[config.mk]
export PLATFORM = sky130hd
export DESIGN_NAME = rolling_checksum_chunker_top
export DESIGN_NICKNAME = d
export VERILOG_FILES = /design/src/hw/rtl/rcc_pkg.sv /design/src/hw/rtl/rcc_cell.sv /design/src/hw/rtl/rcc_sum.sv /design/src/hw/rtl/rolling_checksum_chunker_top.sv
export SDC_FILE = /design/constraint.sdc
export NUM_CORES = 1
export LEC_CHECK = 0
export BUFFER_PORTS_ARGS = -buffer_cell sky130_fd_sc_hd__buf_2
export CELL_PAD_IN_SITES_DETAIL_PLACEMENT = 0
export CELL_PAD_IN_SITES_GLOBAL_PLACEMENT = 2
export CORE_MARGIN = 4
export CORE_UTILIZATION = 35
export CTS_BUF_LIST = sky130_fd_sc_hd__clkbuf_8
export CTS_CLUSTER_DIAMETER = 80
export DETAILED_ROUTE_END_ITERATION = 10
export PLACE_DENSITY = 0.69
export RECOVER_POWER = 50
export SLEW_MARGIN = 15
export SYNTH_ARGS = -nofsm -noshare
export SYNTH_HDL_FRONTEND = slang
export SYNTH_SLANG_ARGS = --single-unit
[constraint.sdc]
create_clock -name clk -period 6.8 [get_ports clk]
set_input_delay 0.34 -clock clk [delete_from_list [all_inputs] [get_ports clk]]
set_output_delay 0.34 -clock clk [all_outputs]
set_load 0.02 [all_outputs]
[src/hw/rtl/rcc_pkg.sv]
`default_nettype none

package rcc_pkg;

    // Window geometry and byte bias of the rolling checksum.
    localparam int WINDOW_LEN  = 64;
    localparam int BYTE_OFFSET = 31;

    localparam int SUM_W  = 32;
    localparam int BYTE_W = 8;

    // Sum values after reset.
    localparam logic [SUM_W-1:0] FIRST_SUM_RESET  = SUM_W'(WINDOW_LEN * BYTE_OFFSET);
    localparam logic [SUM_W-1:0] SECOND_SUM_RESET =
        SUM_W'(WINDOW_LEN * (WINDOW_LEN - 1) * BYTE_OFFSET);
    localparam logic [SUM_W-1:0] MASK_RESET = 32'h0000_7FFF;

    // Item function codes.
    localparam logic FUNC_FEED   = 1'b0;
    localparam logic FUNC_DETECT = 1'b1;

    // One result item.
    typedef struct packed {
        logic             ended_without_boundary;
        logic             boundary_found;
        logic [SUM_W-1:0] digest_value;
    } rcc_result_t;

endpackage : rcc_pkg

`default_nettype wire

[src/hw/rtl/rcc_cell.sv]
`default_nettype none

module rcc_cell (
    input  wire logic                      clk,
    input  wire logic                      rst_n,
    input  wire logic                      shift_en,
    input  wire logic [rcc_pkg::BYTE_W-1:0] din,
    output logic      [rcc_pkg::BYTE_W-1:0] dout
);
    import rcc_pkg::*;

    logic [BYTE_W-1:0] byte_reg;

    // One window byte; it moves one place down the row for every item.
    always_ff @(posedge clk or negedge rst_n)
    begin
        if (!rst_n)
        begin
            byte_reg <= '0;
        end
        else if (shift_en)
        begin
            byte_reg <= din;
        end
    end

    assign dout = byte_reg;

endmodule : rcc_cell

`default_nettype wire

[src/hw/rtl/rcc_sum.sv]
`default_nettype none

module rcc_sum (
    input  wire logic                       clk,
    input  wire logic                       rst_n,
    input  wire logic                       cfg_we,
    input  wire logic [rcc_pkg::SUM_W-1:0]  cfg_wdata,
    input  wire logic                       in_fire,
    input  wire logic                       func,
    input  wire logic                       last_in_buffer,
    input  wire logic [rcc_pkg::BYTE_W-1:0] new_byte,
    input  wire logic [rcc_pkg::BYTE_W-1:0] old_byte,
    output rcc_pkg::rcc_result_t            result
);
    import rcc_pkg::*;

    logic [SUM_W-1:0] mask_reg;
    logic [SUM_W-1:0] first_reg;
    logic [SUM_W-1:0] first_next;
    logic [SUM_W-1:0] second_reg;
    logic [SUM_W-1:0] second_next;
    logic [SUM_W-1:0] old_term;
    rcc_result_t      result_reg;
    rcc_result_t      result_next;
    logic             found;

    // Boundary mask register.
    always_ff @(posedge clk or negedge rst_n)
    begin
        if (!rst_n)
        begin
            mask_reg <= MASK_RESET;
        end
        else if (cfg_we)
        begin
            mask_reg <= cfg_wdata;
        end
    end

    // Sum update; the window weight is a constant shift of the outgoing byte.
    always_comb
    begin
        old_term    = (SUM_W'(old_byte) + SUM_W'(BYTE_OFFSET)) * SUM_W'(WINDOW_LEN);
        first_next  = first_reg + SUM_W'(new_byte) - SUM_W'(old_byte);
        second_next = second_reg + first_next - old_term;
        found       = (func == FUNC_DETECT) && ((second_next & mask_reg) == '0);
        result_next.boundary_found         = found;
        result_next.ended_without_boundary =
            (func == FUNC_DETECT) && last_in_buffer && !found;
        result_next.digest_value           = first_next ^ second_next;
    end

    // Running sums.
    always_ff @(posedge clk or negedge rst_n)
    begin
        if (!rst_n)
        begin
            first_reg  <= FIRST_SUM_RESET;
            second_reg <= SECOND_SUM_RESET;
        end
        else if (in_fire)
        begin
            first_reg  <= first_next;
            second_reg <= second_next;
        end
    end

    // Result register, loaded with each accepted item.
    always_ff @(posedge clk)
    begin
        if (in_fire)
        begin
            result_reg <= result_next;
        end
    end

    assign result = result_reg;

endmodule : rcc_sum

`default_nettype wire

[src/hw/rtl/rolling_checksum_chunker_top.sv]
`default_nettype none

// Rolling checksum chunker. Every input item carries one stream byte: a new item is
// accepted in every cycle in which the output register is empty or is being read, so the
// block runs at one byte per clock. The result of an item appears on the output in the
// cycle after it is accepted. The 64-byte window is a row of byte cells that shifts once
// per item; the byte leaving the last cell is the oldest one. The boundary mask resets
// to 32767; the user must write it via cfg_we/cfg_wdata only while idle, which the
// block does not check. Reset restores the empty window and the initial sums at once.
module rolling_checksum_chunker_top (
    input  wire logic                      clk,
    input  wire logic                      rst_n,
    input  wire logic                      cfg_we,
    input  wire logic [rcc_pkg::SUM_W-1:0] cfg_wdata,
    input  wire logic                      s_axis_tvalid,
    output logic                           s_axis_tready,
    input  wire logic [7:0]                s_axis_tdata,  // [7:0] data_byte
    input  wire logic                      s_axis_tuser,  // [0] func
    input  wire logic                      s_axis_tlast,  // last_in_buffer
    output logic                           m_axis_tvalid,
    input  wire logic                      m_axis_tready,
    output logic      [31:0]               m_axis_tdata,  // [31:0] digest_value
    output logic      [1:0]                m_axis_tuser   // [0] boundary_found,
                                                          // [1] ended_without_boundary
);
    import rcc_pkg::*;

    logic              in_fire;
    logic              out_valid_reg;
    logic [BYTE_W-1:0] tap [0:WINDOW_LEN];
    rcc_result_t       result;

    // Handshake: the output register frees up when its item is taken.
    assign s_axis_tready = !out_valid_reg || m_axis_tready;
    assign in_fire       = s_axis_tvalid && s_axis_tready;

    always_ff @(posedge clk or negedge rst_n)
    begin
        if (!rst_n)
        begin
            out_valid_reg <= 1'b0;
        end
        else if (s_axis_tready)
        begin
            out_valid_reg <= s_axis_tvalid;
        end
    end

    // Window as a row of byte cells.
    assign tap[0] = s_axis_tdata;

    for (genvar i = 0; i < WINDOW_LEN; i++)
    begin : g_cell
        rcc_cell u_cell (
            .clk      (clk),
            .rst_n    (rst_n),
            .shift_en (in_fire),
            .din      (tap[i]),
            .dout     (tap[i+1])
        );
    end

    // Checksum update and result register.
    rcc_sum u_sum (
        .clk            (clk),
        .rst_n          (rst_n),
        .cfg_we         (cfg_we),
        .cfg_wdata      (cfg_wdata),
        .in_fire        (in_fire),
        .func           (s_axis_tuser),
        .last_in_buffer (s_axis_tlast),
        .new_byte       (s_axis_tdata),
        .old_byte       (tap[WINDOW_LEN]),
        .result         (result)
    );

    assign m_axis_tvalid   = out_valid_reg;
    assign m_axis_tdata    = result.digest_value;
    assign m_axis_tuser[0] = result.boundary_found;
    assign m_axis_tuser[1] = result.ended_without_boundary;

endmodule : rolling_checksum_chunker_top

`default_nettype wire

======== After elaboration in Yosys (flattened, before gate mapping) ========
Index checks and enable logic that the tools add are counted.
cells by class
  add/subtract/negate cells ............... 5
  bitwise gates (word level) .............. 2
  reduce and logical (&&, ||, !) cells .... 8
operators with widths
  kind                                          count
  adder 32 bit                                  1
  adder 32 x 8 -> 32 bit                        1
  bitwise AND 32 bit                            1
  zero test 32 bit                              1
  subtractor 32 bit                             1
  subtractor 32 x 8 -> 32 bit                   1
  bitwise XOR 32 bit                            1
  adder 8 x 5 -> 9 bit (second input constant)  1
  logical AND 1 bit                             4
  zero test 1 bit                               2
  logical OR 1 bit                              1
word-level totals
  flip-flop bits (word level) ............. 643
  input port bits ......................... 47
  output and inout bits ................... 36
  logic and storage cells ................. 86

======== Logic depth before layout (Yosys ltp) ========
Gate-level depths: netlist of run 1.
  word-level depth ........................ 9
  mapped depth ............................ 27
  mapped depth without buffers ............ 26

======== Modules after synthesis ========
Synthesis of run 1 repeated with hierarchy kept, for this count alone.
unflattened totals
  cells, all modules ...................... 2224
  area total of the unflattened synthesis .. 31475.2 um2
by module, submodules not included
  module                        times used  cells each  area an instance (um2)  seq. area each (um2)
  rcc_cell                      64          17          331.6                   200.2
  rcc_sum                       1           1132        10201.0                 3455.8
  rolling_checksum_chunker_top  1           4           53.8                    25.0

======== Worst setup path after synthesis of run 1 ========
OpenSTA, ideal clock, no wires.
  path kind ............................... input port to flip-flop
  start ................................... input port s_axis_tdata[1]
  end ..................................... register u_sum.result_reg (netlist bit u_sum.result[32]) (data pin)
  library setup time ...................... 0.255 ns
  arrival ................................. 5.963 ns
  data required time ...................... 6.545 ns
  slack ................................... 0.583 ns
  cell stages on the path ................. 25
  path buffers ............................ 0
  cell sequence ........................... inv_1 fa_1 inv_1 ha_1 a211oi_1 nor2_1 o41ai_1 o21ai_0 a21o_1 a21o_1 a21o_1 a21oi_1 xor2_1 nand2b_1 ha_1 a21oi_4 o21ai_2 or4_1 a21oi_2 o31ai_2 a2111o_1 a31o_1 and3_4 or3b_1 and2_1
between the ends
  longest elaborated chain between the ends .. 7
RTL lines
  item                         line                                source
  from (decl)                  rolling_checksum_chunker_top.sv:17  input wire logic [7:0] s_axis_tdata,
  adder 32 x 8 -> 32 bit       rcc_sum.sv:44                       first_next = first_reg + SUM_W'(new_byte) - SUM_W'(old_byte);
  subtractor 32 x 8 -> 32 bit  rcc_sum.sv:44
  adder 32 bit                 rcc_sum.sv:45                       second_next = second_reg + first_next - old_term;
  subtractor 32 bit            rcc_sum.sv:45
  bitwise AND 32 bit           rcc_sum.sv:46                       found = (func == FUNC_DETECT) && ((second_next & mask_reg) == '0);
  zero test 32 bit             rcc_sum.sv:46
  logical AND 1 bit            rcc_sum.sv:46
  net u_sum.found              rcc_sum.sv:25                       logic found;
  to (signal assigned)         rcc_sum.sv:73                       result_reg <= result_next;
  to (decl)                    rcc_sum.sv:23                       rcc_result_t result_reg;
The timed path passes the listed nets, and every way through them passes these cells.
A chain may end at the register's enable or synchronous reset.

======== Final worst setup path of run 1 ========
  start ................................... input port s_axis_tdata[2]
  end ..................................... register u_sum.result_reg (netlist bit u_sum.result[32]) (data pin)
between the ends
  longest elaborated chain between the ends .. 7
RTL lines
  item                         line           source
  adder 32 x 8 -> 32 bit       rcc_sum.sv:44
  subtractor 32 x 8 -> 32 bit  rcc_sum.sv:44
  net u_sum.first_next[8]      rcc_sum.sv:19  logic [SUM_W-1:0] first_next;
  adder 32 bit                 rcc_sum.sv:45
  subtractor 32 bit            rcc_sum.sv:45
  bitwise AND 32 bit           rcc_sum.sv:46
  zero test 32 bit             rcc_sum.sv:46
  logical AND 1 bit            rcc_sum.sv:46
  net u_sum.found              rcc_sum.sv:25
The timed path passes the listed nets, and every way through them passes these cells.

==> results.ini, run 1 <==
[place]
gp_congestion = 0.8489
numPortBuffers = 82
post-dp-hpwl_um = 46290

[yosys]
yosys-top-cells-area = dfrtp_1, nand2_1, edfxtp_1
ys_types = 83
yosysTopAreaCell = dfrtp_1
ys_seq_area_frac = 0.5650
async_reset_ff_frac = 0.9471
synth_area_um2 = 28840
syn_inst = 3219
ys_ff_latch = 643
yosysMostFrequentCell = nand2_1
syn-num-nets = 3356
dominantRegCellSynth = dfrtp_1
ys_top_cells_by_count = nand2_1, dfrtp_1, clkbuf_1
postSynthAreaPerCell_um2 = 8.959
ys_warn_count = 0
synth_top_area_frac = 0.5059
synth-edff-count = 34

[grt]
grt_pass1_vias = 22420
grt_usage = 0.1684
overflow = 0
grtUsageMet3 = 0.03035
gr-usage-met2 = 0.2639
grt-busiest-layer = met2
use_met1 = 0.2362
grt_max_degree = 242
antenna_found_initial = 1
grt_pass1_wl_um = 118900

[floorplan]
dieWidth_um = 295.1
core_area_um2 = 81850
dieArea_um2 = 87050
initial_core_util = 0.3524
die_y_um = 295.1
num_rows = 105
ios = 83

[timing]
fin_crit_ps = 6522
tightest_slew_ps = 4012
tns_ps = 0
max_freq_mhz = 153.3
slew_headroom = -1.675
min_period_over_period = 0.9591
final_max_slew_viol_count = 566
finClkSkew_ps = 47.29
hold_ws_ps = 199.2
finalSetupViolations = 0
hold_viol_final = 0

[setup_path]
setup.worst_path.start_class = primary input
crit_family = compound AO/OA/AOI/OAI gates
crit_fanout = 5
crit_path_top_delay_cell = dlygate4sd3_1
path_depth = 26
critPathCaptureType = flop
arrival_ps = 7000
cp_num_buf_inv = 4
cp.required_ps = 7280
cpPeakStageDelay_ps = 530
r2r_cells = 27
worstSetupPathType = primary input to flop

[layout]
area_delta_synth_final_pct = 19.20
nFillCells = 8287
seqCellArea_um2 = 16290
multi_input_area_um2 = 11770
largest_reg_flops = 512
layout-drive-gt1-share = 0.1410
final_nets = 3611

[detailed_routing]
drc = 0
first_pass_iters = 5
drt_iter0_drc = 1234
routed_wl_um = 72370
num_vias = 21630
ant_nets = 0
avgRoutedWirePerCell_um = 15.58
vias_per_cell = 4.656

[clock_tree]
cts_buffers = 116
clk_pin_slew_worst_paths_ps = 60
insertion_delay_ps = 760
cts_buffer_depth = 3
cts-root-buf = clkbuf_8
ctsHtreeMaxLevel = 3
cts_sinks = 643
cts_tree = yes

[worst_hold_path]
hold_path.class = primary input to asynchronous set/reset pin

[status]
status = finished, violations left
violations = capacitance limit, slew limit

[run]
maxCapViolations = 6

==> per-layer routing <==
layer,vias up,part of all wire
li1,10710,-
met1,10470,0.49
met2,314,0.44
met3,135,0.037
met4,0,0.033
met5,-,0
==> cell usage in the layout (no fill, tap or decap), types with 45 or more instances in the layout <==
master,n
inv_1,140
xor2_1,47
dfrtp_1,582
xnor2_1,52
a21oi_1,49
dlygate4sd3_1,45
buf_4,149
clkbuf_8,152
nand2_1,1663
o21ai_0,83
buf_2,45
ha_1,68
==> logic make-up (layout without fill, tap and decap cells) <==
group | Yosys count | count (layout) | synth area share
flops | 643 | 643 | 0.5650
xor+xnor | 102 | 102 | 0.03098
fa+ha+maj | 90 | 90 | 0.04347
simple gates | 1821 | 1821 | 0.2480
other cells | 0 | 1 | 0
buf+inv | 250 | 605 | 0.03341
mux | 31 | 31 | 0.01206
compound gates | 282 | 282 | 0.06716
==> layout make-up <==
type	instances	area share
Sequential cell	643	0.4740
Multi-Input combinational cell	2326	0.3422
Tap cell	1070	0.03895
Timing Repair Buffer	285	0.05929
Clock buffer	152	0.06086
Inverter	102	0.01147
Clock inverter	66	0.01310
Antenna cell	1	0.00007280
==> per-stage QoR <==
stage	area [um^2]	utilization	worst slack [ps]	cells
floorplan	28840	-	582.6	3219
global placement	31260	0.3819	-3.665	4376
detailed placement	31260	0.3819	-37.38	4376
CTS	34250	0.4185	29.50	4639
global route	34380	0.4200	-45.14	4645
finish	34380	0.4200	278.0	4645
==> final timing paths <==
| kind | slack, ps | end | start |
|---|---|---|---|
| max reg2reg | 320 | u_sum.result[33] | u_sum.first_reg[7] |
| min in group clk | 360 | u_sum.mask_reg[3] | cfg_wdata[3] |
| min reg2reg | 440 | g_cell[29].u_cell.dout[0] | g_cell[28].u_cell.dout[0] |
| max in group asynchronous | 2130 | g_cell[53].u_cell.dout[0] | rst_n |
| max | 280 | u_sum.result[32] | s_axis_tdata[2] |
| min | 200 | g_cell[6].u_cell.dout[4] | rst_n |
==> what timing repair did <==
| action | in CTS | in global routing |
|---|---|---|
| setup buffers | 0 | 5 |
| hold buffers | 45 | 0 |
| setup endpoints to repair | 0 | 2 |
| resized for setup | 0 | 37 |
| endpoints found under the hold margin | 129 | 0 |
Power of run 1 is not shown: default switching activity piles up to over one toggle a cycle in this logic, so the estimate is an artifact.
==> run 2, diff against run 1 <==
==> constraint.sdc (replaced) <==
create_clock -name clk -period 6.8 [get_ports clk]
set_input_delay 0.68 -clock clk [delete_from_list [all_inputs] [get_ports clk]]
set_output_delay 0.68 -clock clk [all_outputs]
set_load 0.02 [all_outputs]
==> run 2 against run 1 <==
  * The flow still finishes with violations (capacitance limit, slew limit)
  * Flip-flop and latch count stayed put
  * Die area stayed put
  * Clock skew is 4.2 ps lower
  * Design area shrank 0.60%
  * Utilization fell by 0.25 points
  * Sequential share of layout area is 0.28 points higher
  * Register-to-register slack lost 60 ps
  * Clock-buffer cell count decreased by 6
  * Critical path type is now flop to flop
  * Largest cell class unchanged
==> results.ini, run 2 (synthesis gave the netlist of run 1 again) <==
[timing]
finalSetupViolations = 0
min_period_over_period = 0.9619
slew_headroom = -2.465
final_max_slew_viol_count = 1006
fin_crit_ps = 6541
tns_ps = 0
hold_viol_final = 0
tightest_slew_ps = 5197
max_freq_mhz = 152.9
finClkSkew_ps = 43.08

[worst_hold_path]
worstHoldStart = s_axis_tvalid
holdPathEnd = m_axis_tvalid
hold_path.class = primary input to flop
holdPathStages = 2

[setup_path]
crit_fanout = 5
cp_num_buf_inv = 5
arrival_ps = 7000
crit_chain = fa_1, inv_1, ha_1, a211oi_1, nor2_1, buf_4, o41a_1, a311oi_1, xnor2_1, fa_1, ha_1, buf_4, nand4_1, a21oi_1, buf_4, or4_4, a21oi_4, o31ai_2, a2111o_1, buf_4, nand4_1, a21oi_1, or3b_1, and2_1
crit_family = compound AO/OA/AOI/OAI gates
worstSetupPathType = flop to flop
cpPeakStageDelay_ps = 520
cp.required_ps = 7260
setup.worst_path.start_class = flop
critPathCaptureType = flop
r2r_slack_ps = 260
cpMostUsedCell = buf_4
r2r_start = g_cell[63].u_cell.dout[1]
crit_path_top_delay_cell = fa_1
r2r_cells = 24
worstSetupStartpoint = g_cell[63].u_cell.dout[1]
crit-reg2reg-capture = u_sum.result[32]

[grt]
overflow = 0
grt_pass1_wl_um = 118400
grt_pass1_vias = 22400
grt_max_degree = 212
antenna_found_initial = 1
grt_usage = 0.1669

[floorplan]
dieArea_um2 = 87050
ios = 83
die_y_um = 295.1
core_area_um2 = 81850
num_rows = 105
initial_core_util = 0.3524
dieWidth_um = 295.1

[clock_tree]
ctsHtreeMaxLevel = 3
cts-root-buf = clkbuf_8
clk_pin_slew_worst_paths_ps = 50
cts_buffers = 114
cts_tree = yes
cts_buffer_depth = 3
cts_sinks = 643
insertion_delay_ps = 740

[place]
numPortBuffers = 82
post-dp-hpwl_um = 46580
gp_congestion = 0.8732

[detailed_routing]
ant_nets = 0
drt_iter0_drc = 1201
drc = 0
routed_wl_um = 72100
num_vias = 21640
vias_per_cell = 4.670
first_pass_iters = 5
avgRoutedWirePerCell_um = 15.56

[layout]
area_delta_synth_final_pct = 18.49
final_nets = 3611
layout-drive-gt1-share = 0.1544
layout_common_cells = nand2_1, dfrtp_1, buf_4, clkbuf_8, inv_1
largest_reg_flops = 512
nFillCells = 8306
final_common_cell = nand2_1

[status]
status = finished, violations left
violations = capacitance limit, slew limit

[run]
maxCapViolations = 9

==> run 2: cell types whose count changed in the layout (fill, tap and decap cells not counted), moves of 3 or more <==
cell and delta:
buf_4 +44, dlygate4sd3_1 -44, clkbuf_1 -8, buf_2 +7, clkbuf_8 -6, a21oi_1 -3
a21oi_2 +3, clkbuf_4 +3, clkinv_2 -3, ha_1 +3, inv_12 -3, xnor2_1 -3
xnor2_2 +3
==> run 2: worst max-delay path by stage <==
stage,endpoint,slack [ps],depth (start not counted)
after floorplan,u_sum.result[32],240,25
after global placement,u_sum.result[33],-370,25
after detailed placement,u_sum.result[33],-470,26
after CTS,u_sum.result[33],1,24
after global routing,u_sum.result[32],-5,30
final,u_sum.result[32],260,24
==> run 2: repair_timing <==
| action | CTS | global route |
|---|---|---|
| setup buffers | 0 | 3 |
| setup endpoints to repair | 2 | 2 |
| hold endpoints to repair | 46 | 0 |
| hold buffers | 1 | 0 |
| resized for setup | 1 | 41 |
| pin swaps | 0 | 12 |
| gates cloned | 0 | 0 |
==> run 2: final cells by class <==
class                           count  area (um^2)  area share
Tap cell                         1070         1339     0.03918
Antenna cell                        1        2.502  0.00007323
Timing Repair Buffer              287         1961     0.05738
Clock buffer                      146         2009     0.05881
Sequential cell                   643        16290      0.4768
Clock inverter                     59        357.8     0.01047
Multi-Input combinational cell   2326        11830      0.3461
Inverter                          102        382.9     0.01120
==> run 2: stage by stage <==
step	util	worst slack [ps]	hold WS (ps)	cell area [um^2]	instances
after floorplan	-	242.6	384.4	28840	3219
after CTS	0.4157	1.236	80.65	34030	4630
after detailed placement	0.3866	-472.7	449.8	31640	4424
after global placement	0.3866	-369.6	446.5	31640	4424
final	0.4175	259.1	182.0	34170	4634
after global routing	0.4175	-5.111	116.1	34170	4634
==> run 2: layer usage <==
metal / routed length (um) / part of all wire / global-route usage / vias up
met5: 0 / 0 / 0 / -
met4: 2221 / 0.031 / 0.05709 / 0
met3: 2596 / 0.036 / 0.02764 / 132
met2: 33210 / 0.46 / 0.2694 / 308
met1: 34070 / 0.47 / 0.2299 / 10480
li1: - / - / - / 10720
Power of run 2 is left out for the same reason.
==> run 3, diff against run 2 <==
--- a/config.mk
+++ b/config.mk
@@ -5,7 +5,7 @@
 export SDC_FILE = /design/constraint.sdc
 export NUM_CORES = 1
 export LEC_CHECK = 0
-export BUFFER_PORTS_ARGS = -buffer_cell sky130_fd_sc_hd__buf_2
+export BUFFER_PORTS_ARGS = -buffer_cell sky130_fd_sc_hd__clkbuf_2
 export CELL_PAD_IN_SITES_DETAIL_PLACEMENT = 0
 export CELL_PAD_IN_SITES_GLOBAL_PLACEMENT = 2
 export CORE_MARGIN = 4
==> run 3 against run 2 <==
  * The flow still finishes with violations (capacitance limit, slew limit)
  * Via count hardly changed
  * Worst setup slack gained 12 ps
  * Clock-buffer cell count grew 10
  * Clock skew about the same
  * Global-route usage is 0.27 points lower
  * Die area stayed put
  * Worst hold slack worse by 15 ps
==> results.ini, run 3 (synthesis gave the netlist of run 1 again) <==
[clock_tree]
cts_tree = yes
ctsHtreeMaxLevel = 3
cts-root-buf = clkbuf_8
cts_buffer_depth = 3
insertion_delay_ps = 750
clk_pin_slew_worst_paths_ps = 60
cts_buffers = 113
cts_sinks = 643

[timing]
hold_viol_final = 0
slew_headroom = -2.420
tns_ps = 0
min_period_over_period = 0.9601
tightest_slew_ps = 5130
finClkSkew_ps = 43.25
fin_crit_ps = 6528
final_max_slew_viol_count = 145
max_freq_mhz = 153.2
finalSetupViolations = 0

[run]
maxCapViolations = 2

[detailed_routing]
ant_nets = 0
drt_iter0_drc = 1320
routed_wl_um = 70610
vias_per_cell = 4.672
first_pass_iters = 5
num_vias = 21650
avgRoutedWirePerCell_um = 15.24
drc = 0

[setup_path]
worstSetupPathType = flop to flop
crit_family = compound AO/OA/AOI/OAI gates
crit_fanout = 5
cp_num_buf_inv = 6
arrival_ps = 6990
critPathCaptureType = flop
cpPeakStageDelay_ps = 550
cp.required_ps = 7260
setup.worst_path.start_class = flop
cpMostUsedCell = buf_4
crit_path_top_delay_cell = fa_1

[floorplan]
die_y_um = 295.1
dieArea_um2 = 87050
dieWidth_um = 295.1
initial_core_util = 0.3524
core_area_um2 = 81850
ios = 83
num_rows = 105

[layout]
final_core_util = 0.4191
final_common_cell = nand2_1
nFillCells = 8227
layout-drive-gt1-share = 0.1547
area_delta_synth_final_pct = 18.96
largest_reg_flops = 512
final_nets = 3608
layout_common_cells = nand2_1, dfrtp_1, buf_4, clkbuf_8, inv_1

[place]
numPortBuffers = 82
post-dp-hpwl_um = 45800
gp_congestion = 0.8744

[status]
violations = capacitance limit, slew limit
status = finished, violations left

[grt]
overflow = 0
grt_usage = 0.1642
antenna_found_initial = 3
grt_max_degree = 224
grt_pass1_vias = 21930
grt_pass1_wl_um = 116200

[worst_hold_path]
hold_path.class = primary input to flop

## run 3: changes by cell type in the layout (fill, tap and decap cells not counted), moves of 4 or more
cell,before,now
buf_12,4,8
buf_2,52,1
buf_4,193,189
clkbuf_1,30,37
clkbuf_2,3,45
clkbuf_8,146,156
inv_1,140,132
## run 3: repair_timing
item	in CTS	in global routing
setup endpoints to repair	0	2
hold buffers	1	0
gates resized for setup	0	37
endpoints found under the hold margin	17	0
setup buffers	0	1
## run 3: through the flow
stage	cell area, um^2	hold slack [ps]	instances	worst slack [ps]
after global placement	31650	447.8	4424	-565.5
final	34310	167.2	4633	271.5
after floorplan	28840	384.4	3219	242.6
after CTS	34130	74.25	4631	7.454
after detailed placement	31650	447.7	4424	-536.5
after global routing	34310	114.5	4633	-11.63
## run 3: worst paths after layout
| check | slack, ps | depth (start not counted) | from | to |
|---|---|---|---|---|
| worst max-delay path | 270 | 25 | u_sum.first_reg[1] | u_sum.result[33] |
| worst min-delay path | 170 | 2 | cfg_wdata[11] | u_sum.mask_reg[11] |
| worst max register to register | 270 | 25 | u_sum.first_reg[1] | u_sum.result[33] |
| worst min register to register | 450 | 2 | g_cell[2].u_cell.dout[6] | g_cell[3].u_cell.dout[6] |
| max in group asynchronous | 1140 | 3 | rst_n | g_cell[2].u_cell.dout[0] |
| min in group asynchronous | 2430 | 2 | rst_n | g_cell[6].u_cell.dout[3] |
## run 3: area by class of cell
type                    count  area [um^2]  area share
repair buffers            285         1997     0.05821
clock inverters            50        320.3    0.009337
diodes                      1        2.502  0.00007294
well taps                1070         1339     0.03903
multi-input cells        2326        11820      0.3444
clock buffers             156         2147     0.06259
flip-flops and latches    643        16290      0.4749
inverters                 102        390.4     0.01138
## run 3: metal layers
layer	up-vias	share of wire	track usage
met5	-	0	0
met2	322	0.44	0.2579
li1	10720	-	-
met4	0	0.031	0.05792
met3	129	0.039	0.02960
met1	10480	0.49	0.2298
Power of run 3 is left out for the same reason.
